$ cat src/hdl/smm_pkg.sv
`default_nettype none

package smm_pkg;

  // matrix dimension and derived sizes
  localparam int N      = 4;
  localparam int ELEMS  = N * N;
  localparam int IDX_W  = (N > 1) ? $clog2(N) : 1;
  localparam int ADDR_W = (ELEMS > 1) ? $clog2(ELEMS) : 1;

  // fixed field widths of the channels
  localparam int OPC_W  = 2;
  localparam int POS_W  = 3;
  localparam int DATA_W = 32;

  typedef enum logic [OPC_W-1:0] {
    OP_LOAD_A  = 2'd0,
    OP_LOAD_B  = 2'd1,
    OP_COMPUTE = 2'd2
  } opcode_t;

  // microprogram steps
  typedef enum logic [2:0] {
    ST_IDLE   = 3'd0,
    ST_READ   = 3'd1,
    ST_DRAIN0 = 3'd2,
    ST_DRAIN1 = 3'd3,
    ST_EMIT   = 3'd4,
    ST_NEXT   = 3'd5
  } step_t;

  // branch conditions
  typedef enum logic [2:0] {
    C_ALWAYS   = 3'd0,
    C_START    = 3'd1,
    C_K_LAST   = 3'd2,
    C_OUT_BUSY = 3'd3,
    C_DONE     = 3'd4
  } cond_t;

  typedef struct packed {
    logic  take_in;
    logic  clr_acc;
    logic  rd;
    logic  emit;
    cond_t cond;
    step_t jmp_t;
    step_t jmp_f;
  } uword_t;

  // control store: one word per step
  function automatic uword_t ucode(step_t s);
    uword_t w;
    w = '{take_in: 1'b1, clr_acc: 1'b1, rd: 1'b0, emit: 1'b0,
          cond: C_START, jmp_t: ST_READ, jmp_f: ST_IDLE};
    case (s)
      ST_IDLE: begin
        w = '{take_in: 1'b1, clr_acc: 1'b1, rd: 1'b0, emit: 1'b0,
              cond: C_START, jmp_t: ST_READ, jmp_f: ST_IDLE};
      end
      ST_READ: begin
        w = '{take_in: 1'b0, clr_acc: 1'b0, rd: 1'b1, emit: 1'b0,
              cond: C_K_LAST, jmp_t: ST_DRAIN0, jmp_f: ST_READ};
      end
      ST_DRAIN0: begin
        w = '{take_in: 1'b0, clr_acc: 1'b0, rd: 1'b0, emit: 1'b0,
              cond: C_ALWAYS, jmp_t: ST_DRAIN1, jmp_f: ST_DRAIN1};
      end
      ST_DRAIN1: begin
        w = '{take_in: 1'b0, clr_acc: 1'b0, rd: 1'b0, emit: 1'b0,
              cond: C_ALWAYS, jmp_t: ST_EMIT, jmp_f: ST_EMIT};
      end
      ST_EMIT: begin
        w = '{take_in: 1'b0, clr_acc: 1'b0, rd: 1'b0, emit: 1'b1,
              cond: C_OUT_BUSY, jmp_t: ST_EMIT, jmp_f: ST_NEXT};
      end
      ST_NEXT: begin
        w = '{take_in: 1'b0, clr_acc: 1'b0, rd: 1'b0, emit: 1'b0,
              cond: C_DONE, jmp_t: ST_IDLE, jmp_f: ST_READ};
      end
      default: begin
        w = '{take_in: 1'b0, clr_acc: 1'b1, rd: 1'b0, emit: 1'b0,
              cond: C_ALWAYS, jmp_t: ST_IDLE, jmp_f: ST_IDLE};
      end
    endcase
    return w;
  endfunction

endpackage

`default_nettype wire

$ cat src/hdl/smm_ifs.sv
`default_nettype none

interface smm_in_if;
  logic                       valid;
  logic                       ready;
  logic [smm_pkg::OPC_W-1:0]  opcode;
  logic [smm_pkg::POS_W-1:0]  row;
  logic [smm_pkg::POS_W-1:0]  col;
  logic signed [smm_pkg::DATA_W-1:0] value;

  modport source (output valid, output opcode, output row, output col, output value,
                  input ready);
  modport sink   (input valid, input opcode, input row, input col, input value,
                  output ready);
endinterface

interface smm_out_if;
  logic                       valid;
  logic                       ready;
  logic [smm_pkg::POS_W-1:0]  out_row;
  logic [smm_pkg::POS_W-1:0]  out_col;
  logic signed [smm_pkg::DATA_W-1:0] product;
  logic                       last;

  modport source (output valid, output out_row, output out_col, output product,
                  output last, input ready);
  modport sink   (input valid, input out_row, input out_col, input product,
                  input last, output ready);
endinterface

`default_nettype wire

$ cat src/hdl/square_matrix_multiply.sv
// load transfers are accepted only while the sequencer is idle, where ready is high
// compute: each product element runs N reads through the shared multiplier, two pipeline
//   drain steps, emit and a branch step, walking the product matrix in row-major order
// the first result is registered at the first emit; output stalls hold the sequencer in emit
// the A and B memories have one read port each and there is one multiplier: one term per read
// reset: synchronous active-low, clears sequencer, counters and valid flags, not the matrices
`default_nettype none

module square_matrix_multiply (
  input  wire         clk,
  input  wire         rst_n,
  smm_in_if.sink      in_ch,
  smm_out_if.source   out_ch
);

  localparam int N      = smm_pkg::N;
  localparam int IDX_W  = smm_pkg::IDX_W;
  localparam int ADDR_W = smm_pkg::ADDR_W;
  localparam int POS_W  = smm_pkg::POS_W;
  localparam int DATA_W = smm_pkg::DATA_W;

  // sequencer
  smm_pkg::step_t  pc_r, pc_nxt;
  smm_pkg::uword_t uw;
  logic            cond_hit;

  // loop counters: k walks the dot product, r/c walk the product matrix
  logic [IDX_W-1:0] k_r, r_r, c_r;
  logic             k_last, c_last, r_last;

  // operand memories, one write port and one registered read port each
  logic [DATA_W-1:0] mem_a [smm_pkg::ELEMS];
  logic [DATA_W-1:0] mem_b [smm_pkg::ELEMS];
  logic [DATA_W-1:0] a_q_r, b_q_r;
  logic [ADDR_W-1:0] wr_addr, rd_addr_a, rd_addr_b;
  logic              in_fire, ld_in_range, wr_a, wr_b;

  // multiply-accumulate pipeline
  logic              rd_v_r, mul_v_r;
  logic [DATA_W-1:0] prod_r, acc_r;

  // output register
  logic              out_valid_r;
  logic [POS_W-1:0]  out_row_r, out_col_r;
  logic [DATA_W-1:0] out_prod_r;
  logic              out_last_r;
  logic              out_busy, emit_fire;

  assign uw = smm_pkg::ucode(pc_r);

  assign in_ch.ready = uw.take_in;
  assign in_fire     = in_ch.valid && in_ch.ready;

  assign k_last   = (k_r == IDX_W'(N - 1));
  assign c_last   = (c_r == IDX_W'(N - 1));
  assign r_last   = (r_r == IDX_W'(N - 1));
  assign out_busy = out_valid_r && !out_ch.ready;

  // condition select for the microword branch
  always_comb begin
    case (uw.cond)
      smm_pkg::C_ALWAYS:   cond_hit = 1'b1;
      smm_pkg::C_START:    cond_hit = in_fire && (in_ch.opcode == smm_pkg::OP_COMPUTE);
      smm_pkg::C_K_LAST:   cond_hit = k_last;
      smm_pkg::C_OUT_BUSY: cond_hit = out_busy;
      smm_pkg::C_DONE:     cond_hit = (r_r == '0) && (c_r == '0);
      default:             cond_hit = 1'b0;
    endcase
    pc_nxt = cond_hit ? uw.jmp_t : uw.jmp_f;
  end

  always_ff @(posedge clk) begin
    if (!rst_n) begin
      pc_r <= smm_pkg::ST_IDLE;
    end else begin
      pc_r <= pc_nxt;
    end
  end

  // emit only when the output register is free or being drained
  assign emit_fire = uw.emit && !out_busy;

  // load path: out-of-range indexes and the unused opcode are dropped
  assign ld_in_range = ({1'b0, in_ch.row} < (POS_W + 1)'(N)) &&
                       ({1'b0, in_ch.col} < (POS_W + 1)'(N));
  assign wr_a    = in_fire && ld_in_range && (in_ch.opcode == smm_pkg::OP_LOAD_A);
  assign wr_b    = in_fire && ld_in_range && (in_ch.opcode == smm_pkg::OP_LOAD_B);
  assign wr_addr = ADDR_W'(int'(in_ch.row) * N + int'(in_ch.col));

  // A is read along row r, B down column c
  assign rd_addr_a = ADDR_W'(int'(r_r) * N + int'(k_r));
  assign rd_addr_b = ADDR_W'(int'(k_r) * N + int'(c_r));

  always_ff @(posedge clk) begin
    if (wr_a) begin
      mem_a[wr_addr] <= in_ch.value;
    end
    a_q_r <= mem_a[rd_addr_a];
  end

  always_ff @(posedge clk) begin
    if (wr_b) begin
      mem_b[wr_addr] <= in_ch.value;
    end
    b_q_r <= mem_b[rd_addr_b];
  end

  // counters
  always_ff @(posedge clk) begin
    if (!rst_n) begin
      k_r <= '0;
      r_r <= '0;
      c_r <= '0;
    end else begin
      if (uw.rd) begin
        k_r <= k_last ? '0 : k_r + 1'b1;
      end
      if (emit_fire) begin
        // row-major walk, wraps to zero after the last element
        if (c_last) begin
          c_r <= '0;
          r_r <= r_last ? '0 : r_r + 1'b1;
        end else begin
          c_r <= c_r + 1'b1;
        end
      end
    end
  end

  // read -> multiply -> accumulate, valid flags track the pipeline
  always_ff @(posedge clk) begin
    if (!rst_n) begin
      rd_v_r  <= 1'b0;
      mul_v_r <= 1'b0;
    end else begin
      rd_v_r  <= uw.rd;
      mul_v_r <= rd_v_r;
    end
  end

  always_ff @(posedge clk) begin
    prod_r <= DATA_W'(a_q_r * b_q_r);   // low word only, wraps mod 2^32
    if (uw.clr_acc || emit_fire) begin
      acc_r <= '0;
    end else if (mul_v_r) begin
      acc_r <= acc_r + prod_r;
    end
  end

  // output register
  always_ff @(posedge clk) begin
    if (!rst_n) begin
      out_valid_r <= 1'b0;
    end else if (emit_fire) begin
      out_valid_r <= 1'b1;
    end else if (out_ch.ready) begin
      out_valid_r <= 1'b0;
    end
  end

  always_ff @(posedge clk) begin
    if (emit_fire) begin
      out_row_r  <= POS_W'(r_r);
      out_col_r  <= POS_W'(c_r);
      out_prod_r <= acc_r;
      out_last_r <= r_last && c_last;
    end
  end

  assign out_ch.valid   = out_valid_r;
  assign out_ch.out_row = out_row_r;
  assign out_ch.out_col = out_col_r;
  assign out_ch.product = out_prod_r;
  assign out_ch.last    = out_last_r;

`ifndef SYNTHESIS
  ap_pipe_advance: assert property (@(posedge clk) disable iff (!rst_n)
    rd_v_r |=> mul_v_r)
    else $error("read valid did not reach multiply stage");

  ap_emit_drained: assert property (@(posedge clk) disable iff (!rst_n)
    (pc_r == smm_pkg::ST_EMIT) |-> (!rd_v_r && !mul_v_r))
    else $error("emit while accumulation still in flight");

  ap_idle_counters: assert property (@(posedge clk) disable iff (!rst_n)
    (pc_r == smm_pkg::ST_IDLE) |-> (k_r == '0 && r_r == '0 && c_r == '0))
    else $error("counters not at zero in idle");

  ap_last_corner: assert property (@(posedge clk) disable iff (!rst_n)
    (out_valid_r && out_last_r) |->
      (out_row_r == POS_W'(N - 1) && out_col_r == POS_W'(N - 1)))
    else $error("last flag on a non-final element");

  ap_emit_loads: assert property (@(posedge clk) disable iff (!rst_n)
    emit_fire |=> out_valid_r)
    else $error("emitted element not held in output register");
`endif

endmodule

`default_nettype wire
$ cat src/flat_wrapper.sv
// flat-port wrapper written by rule: the top's interface ports become plain ports
module square_matrix_multiply_flat 
  (clk, rst_n, in_ch_valid, in_ch_opcode, in_ch_row, in_ch_col, in_ch_value, in_ch_ready, out_ch_valid, out_ch_out_row, out_ch_out_col, out_ch_product, out_ch_last, out_ch_ready);
  smm_in_if in_ch_i ();
  smm_out_if out_ch_i ();
  input  wire clk;
  input  wire rst_n;
  input wire logic [$bits(in_ch_i.valid)-1:0] in_ch_valid;
  input wire logic [$bits(in_ch_i.opcode)-1:0] in_ch_opcode;
  input wire logic [$bits(in_ch_i.row)-1:0] in_ch_row;
  input wire logic [$bits(in_ch_i.col)-1:0] in_ch_col;
  input wire logic [$bits(in_ch_i.value)-1:0] in_ch_value;
  output wire logic [$bits(in_ch_i.ready)-1:0] in_ch_ready;
  output wire logic [$bits(out_ch_i.valid)-1:0] out_ch_valid;
  output wire logic [$bits(out_ch_i.out_row)-1:0] out_ch_out_row;
  output wire logic [$bits(out_ch_i.out_col)-1:0] out_ch_out_col;
  output wire logic [$bits(out_ch_i.product)-1:0] out_ch_product;
  output wire logic [$bits(out_ch_i.last)-1:0] out_ch_last;
  input wire logic [$bits(out_ch_i.ready)-1:0] out_ch_ready;
  assign in_ch_i.valid = in_ch_valid;
  assign in_ch_i.opcode = in_ch_opcode;
  assign in_ch_i.row = in_ch_row;
  assign in_ch_i.col = in_ch_col;
  assign in_ch_i.value = in_ch_value;
  assign in_ch_ready = in_ch_i.ready;
  assign out_ch_valid = out_ch_i.valid;
  assign out_ch_out_row = out_ch_i.out_row;
  assign out_ch_out_col = out_ch_i.out_col;
  assign out_ch_product = out_ch_i.product;
  assign out_ch_last = out_ch_i.last;
  assign out_ch_i.ready = out_ch_ready;
  square_matrix_multiply u_core (.clk(clk), .rst_n(rst_n), .in_ch(in_ch_i), .out_ch(out_ch_i));
endmodule
$ cat config.mk
export PLATFORM = sky130hd
export DESIGN_NAME = square_matrix_multiply_flat
export DESIGN_NICKNAME = d
export VERILOG_FILES = /design/src/hdl/smm_pkg.sv /design/src/hdl/smm_ifs.sv /design/src/hdl/square_matrix_multiply.sv /design/src/flat_wrapper.sv
export SDC_FILE = /design/constraint.sdc
export NUM_CORES = 2
export LEC_CHECK = 0
export ABC_CLOCK_PERIOD_IN_PS = 17650
export BUFFER_PORTS_ARGS = -buffer_cell sky130_fd_sc_hd__buf_2
export CAP_MARGIN = 10
export CORE_MARGIN = 1.5
export CORE_UTILIZATION = 55
export CTS_BUF_LIST = sky130_fd_sc_hd__clkbuf_4 sky130_fd_sc_hd__clkbuf_8
export DETAILED_ROUTE_END_ITERATION = 8
export HOLD_SLACK_MARGIN = 0.12
export PLACE_DENSITY = 0.75
export SLEW_MARGIN = 20
export SYNTH_ARGS = -nofsm -noshare
export SYNTH_HDL_FRONTEND = slang
export SYNTH_SLANG_ARGS = --single-unit
$ cat constraint.sdc
create_clock -name clk -period 17.65 [get_ports clk]
set_input_delay 3.53 -clock clk [delete_from_list [all_inputs] [get_ports clk]]
set_output_delay 3.53 -clock clk [all_outputs]
set_load 0.02 [all_outputs]
Word-level counts from Yosys, hierarchy flattened
Memories as Yosys holds them, arrays and structs flattened. A register that Yosys moved wholly into a read port is not among the register bits.
Index checks and enable logic that the tools add are counted.
{"block": "word_totals", "reg_bits": 113, "latchBits": 0, "romBits": 0, "mem_bits_rw": 1024, "wordCells": 71, "mem_count": 2}
{"block": "classes", "n_div": 0, "mux": 12, "bitwise_logic": 0, "order_cmp": 2, "n_addsub": 7, "mul": 1, "n_shift": 0, "eq_ne": 14, "n_reduce_logical": 20}
{"memory": "u_core.mem_a", "depth": 16, "width": 32, "read_ports": 1, "rd_ports_with_merged_regs": 1, "write_ports": 1, "line_no": "square_matrix_multiply.sv:32", "source": "logic [DATA_W-1:0] mem_a [smm_pkg::ELEMS];"}
{"memory": "u_core.mem_b", "depth": 16, "width": 32, "read_ports": 1, "rd_ports_with_merged_regs": 1, "write_ports": 1, "line_no": "square_matrix_multiply.sv:33", "source": "logic [DATA_W-1:0] mem_b [smm_pkg::ELEMS];"}
{"cell": "13-bit one-hot mux with 6 select lines", "n": 1}
{"cell": "32-bit adder", "n": 1}
{"cell": "32-bit by 32-bit multiplier with 32-bit output", "n": 1}
{"cell": "3-bit by 2-bit == test with 1-bit output, second input constant", "n": 4}
{"cell": "1-bit logical AND", "n": 10}
{"cell": "3-bit == test, second input constant", "n": 3}
{"cell": "4-bit by 2-bit adder with 4-bit output", "n": 2}
{"cell": "2-bit == test, second input constant", "n": 4}
{"cell": "2-bit by 1-bit adder with 2-bit output, second input constant", "n": 3}
{"cell": "3-bit by 1-bit == test with 1-bit output, second input constant", "n": 2}
{"cell": "2-bit zero test", "n": 3}
{"cell": "3-bit zero test", "n": 2}
{"cell": "3-bit less-than comparator, second input constant", "n": 2}
{"cell": "1-bit 2-to-1 mux", "n": 6}
{"cell": "2-bit 2-to-1 mux", "n": 3}
{"cell": "1-bit one-hot mux with 5 select lines", "n": 1}
{"cell": "4-bit by 3-bit adder with 4-bit output", "n": 1}
{"cell": "3-bit 2-to-1 mux", "n": 1}
{"cell": "2-bit by 1-bit == test with 1-bit output, second input constant", "n": 1}
{"cell": "1-bit zero test", "n": 2}
{"cell": "2-bit AND reduction", "n": 1}
{"cell": "2-bit nonzero test", "n": 1}
{"cell": "1-bit logical OR", "n": 1}

Longest topological paths before layout
{"block": "logic_depth", "depth_word": 7, "depth_mapped": 26}

Worst setup path after synthesis
Ideal clock, no wire load.
{"block": "synth_path", "path_type": "input to register", "startpoint": "input in_ch_opcode[1]", "endpoint": "memory u_core.mem_b[8][0] (enable)", "n_path_buf": 0, "t_arrival_ns": 6.761, "setup_ns": 0.461, "slack_ns": 10.428, "stages": 3, "required_time_ns": 17.189, "path_cell_list": "or4_1 or3_1 nor3_1"}
{"block": "synth_via", "elab_chain_cells": 4}
{"item": "from (decl)", "line_no": "flat_wrapper.sv:9", "source": "input wire logic [$bits(in_ch_i.opcode)-1:0] in_ch_opcode;"}
{"item": "2-bit by 1-bit == test with 1-bit output", "line_no": "square_matrix_multiply.sv:87", "source": "assign wr_b = in_fire && ld_in_range && (in_ch.opcode == smm_pkg::OP_LOAD_B);"}
{"item": "1-bit logical AND", "line_no": "square_matrix_multiply.sv:87"}
{"item": "1-bit 2-to-1 mux", "line_no": "square_matrix_multiply.sv:102", "source": "if (wr_b) begin"}
{"item": "1-bit 2-to-1 mux (implied by the code)", "line_no": "square_matrix_multiply.sv:103", "source": "mem_b[wr_addr] <= in_ch.value;"}
{"item": "to (decl)", "line_no": "square_matrix_multiply.sv:33"}
Every way passes these cells.

Worst setup path after layout
{"block": "layout_path", "startpoint": "register u_core.b_q_r[8] (read register of u_core.mem_b)", "endpoint": "register u_core.prod_r[31]"}
{"block": "layout_via", "elab_chain_cells": 1}
{"item": "from (decl)", "line_no": "square_matrix_multiply.sv:34", "source": "logic [DATA_W-1:0] a_q_r, b_q_r;"}
{"item": "32-bit by 32-bit multiplier with 32-bit output", "line_no": "square_matrix_multiply.sv:142", "source": "prod_r <= DATA_W'(a_q_r * b_q_r);"}
{"item": "to (signal assigned)", "line_no": "square_matrix_multiply.sv:142"}
{"item": "to (decl)", "line_no": "square_matrix_multiply.sv:40", "source": "logic [DATA_W-1:0] prod_r, acc_r;"}
Every way passes these cells.
A chain may end at the register's enable or synchronous reset.

==> impl_metrics.tcl <==
set metrics [dict create \
    status "complete, no violations" \
    cp.required_ps 18350 \
    pre_cts_ws_ps 10360 \
    slew_headroom_pct 27.3 \
    cp-start-kind "flip-flop" \
    tightest_slew_ps 1090 \
    max_stage_delay_ps 1000 \
    insertion_delay_ps 860 \
    period_minus_slack_ps 7300 \
    yosysTopAreaCell "edfxtp_1" \
    ant_nets 0 \
    hold_path_class "reg -> reg" \
    synth_area_sq_um 60600 \
    nFillCells 7756 \
    grt_pass1_wl_microns 211000 \
    cts_tree "done" \
    cts_resized 0 \
    num_rows 121 \
    async_reset_ff_share_pct 0 \
    clock-root-buffer "clkbuf_8" \
    crit_buf_inv 3 \
    fin_crit_sh_pct 41.4 \
    cts_made_buffers 182 \
    max-cap-violations 0 \
    die_w_microns 335 \
    crit_path_cell_trace "nand2_1 > fa_1 > inv_1 > fa_1 > inv_1 > fa_1 > inv_1 > fa_1 > fa_1 > fa_1 > fa_1 > fa_1 > ha_1 > nand4_1 > nor4_1 > nand3_1 > o211a_1 > a41o_1 > xnor2_1" \
    holdBufCountCts 0 \
    area_growth_syn_to_layout_pct 10.0 \
    fp.coreArea_sq_um 109000 \
    yosysSeqAreaShare_pct 57.2 \
    arrival_ps 8010 \
    fin_nets 4499 \
    synthDistinctLibCells 65 \
    worst_setup_path_end_kind "flip-flop" \
    grt_pass1_vias 34060 \
    synth_edf_count 1061 \
    ys_warn_count 0 \
    cts_setup_buffers 0 \
    synth_area_per_cell_sq_um 16.3 \
    die_h_microns 335 \
    whs_ps 434 \
    design_area_sq_um 66700 \
    initial_utilization_pct 55.5 \
    fin_ws_ps 10350 \
    slew_viol_final 0 \
    drtIter0Drc 3012 \
    gp_congestion 0.862 \
    synth-seq-cells 1201 \
    synth_common_cells "edfxtp_1, fa_1, inv_1, and2_1, mux4_2" \
    startpoint "u_core.b_q_r[8]$_DFF_P_" \
    drc 0 \
    crit_fanout 24 \
    synth_most_common_cell "edfxtp_1" \
    cp_top_family "adder cells" \
    rsz0062_at_grt "false" \
    path_class "reg -> reg" \
    synthDominantCellAreaShare_pct 52.6 \
    power_density_nw_per_um2 186 \
    hpwl_microns 85700 \
    finalClockSkew_ps 41.4 \
    ff_latch_area_sq_um 34700 \
    drive_gt1_share_pct 20.2 \
    fin_setup_tns_ps 0 \
    finalCoreUtilization_pct 61.1 \
    setup_viol 0 \
    path_clk_slew_ps 60 \
    viasPerCell 5.86 \
    max_freq_mhz 137 \
    dpl-instance-area_sq_um 62900 \
    cp_common_cell "fa_1" \
    multi_input_area_sq_um 24100 \
    cts_max_level 4 \
    gr-total-overflow 0 \
    vias 32298 \
    synth_flop_cell "edfxtp_1" \
    wl_per_cell_microns 25.2 \
    postSynthCellCount 3729 \
    routed_wl_microns 139000 \
    drtPass1Iterations 6 \
    die-area_sq_um 112000 \
    grt_max_degree 91 \
    peakVddDrop_mv 0.412 \
    synth_area_leaders "edfxtp_1, fa_1, mux4_2" \
    portBuffers 82 \
    grt_usage_pct 25.7 \
    timing.final.hold_violations 0 \
    p_leak_nw 23.8 \
    timing.rr.start "u_core.b_q_r[8]$_DFF_P_" \
    grt_antenna_before_repair 8 \
    cts_buffer_depth 3 \
    clock-sinks 1201 \
    cp_slowest_cell "dfxtp_1" \
    holdCritStartpoint "u_core.rd_v_r$_SDFF_PN0_" \
    ios 85 \
]
## layer usage
layer / vias to the layer above / GRT usage, % / wire, microns
met1: 16864 / 34.9 / 54700
met4: 0 / 8.01 / 3790
met5: - / 0 / 0
met2: 1467 / 42.8 / 69400
li1: 13704 / - / -
met3: 263 / 4.36 / 11100
## state kept, by name (all words and copies together), names as in the netlist
register	count
u_core.c_r	2
u_core.out_ch.out_row	2
u_core.rd_v_r	1
u_core.out_ch.product	32
u_core.pc_r	3
u_core.b_q_r	32
u_core.r_r	2
u_core.out_ch.out_col	2
u_core.mem_a	512
u_core.mul_v_r	1
u_core.out_ch.last	1
u_core.prod_r	32
u_core.acc_r	32
u_core.out_ch.valid	1
u_core.a_q_r	32
u_core.k_r	2
u_core.mem_b	512
## per-stage QoR
| stage | total power [mW] | std cells |
|---|---|---|
| 2_1_floorplan | 8.32 | 3730 |
| 3_3_place_gp | 10.0 | 5178 |
| 3_5_place_dp | 10.1 | 5178 |
| 4_1_cts | 12.5 | 5503 |
| 5_1_grt | 13.4 | 5506 |
| 6_report | 12.4 | 5508 |
## worst paths after layout
path / to / slack [ps] / depth (start not counted)
worst min register to register: u_core.mul_v_r$_SDFF_PN0_ / 430 / 1
worst min-delay path: u_core.mul_v_r$_SDFF_PN0_ / 430 / 1
worst max-delay path: u_core.prod_r[31]$_DFF_P_ / 10350 / 19
worst max register to register: u_core.prod_r[31]$_DFF_P_ / 10350 / 19
## cell usage in the layout, fill, tap and decap left out, types with 5 or more instances in the layout
cell and count:
a21boi_0 6, ha_1 160, a21o_1 26, and2_1 379, nor2_4 29, fa_1 409, clkinv_1 26, clkinv_2 13
nand3_1 19, nor2_1 58, xor2_1 27, nand2_1 204, o21bai_1 8, diode_2 5, mux2i_1 26, nor3_1 12
nor3_2 5, inv_1 390, a211oi_1 9, clkbuf_4 62, o21ai_1 5, buf_4 58, buf_2 82, o21ai_0 25
nand2b_1 13, a21oi_1 47, and3_1 7, o21a_1 8, edfxtp_1 1061, xnor2_1 86, or3_1 7, dfxtp_1 134
a31oi_1 7, mux4_2 320, nor2b_1 9, clkbuf_8 206
## report_power, final
part | switching, mW | total [mW] | internal (mW)
combinational | 3.83 | 6.80 | 2.98
clock | 1.06 | 2.31 | 1.25
sequential | 0.0521 | 3.30 | 3.24
## final cells by class
| type | count | share of cell area, % |
|---|---|---|
| Sequential cell | 1201 | 52.0 |
| Multi-Input combinational cell | 1969 | 36.1 |
| Clock buffer | 268 | 4.95 |
| Tap cell | 1476 | 2.77 |
| Inverter | 391 | 2.20 |
| Timing Repair Buffer | 141 | 1.30 |
| Clock inverter | 57 | 0.647 |
| Antenna cell | 5 | 0.0188 |
## kinds of logic after synthesis
family / share of synthesized area (%)
multiplexers: 12.3
flip-flops: 57.2
adder cells (fa/ha/maj): 16.8
AO/OA/AOI/OAI: 1.88
buffers and inverters: 3.50
other: 0.00619
AND/OR/NAND/NOR: 6.68
XOR/XNOR: 1.63
(Power assumes the default switching activity.)
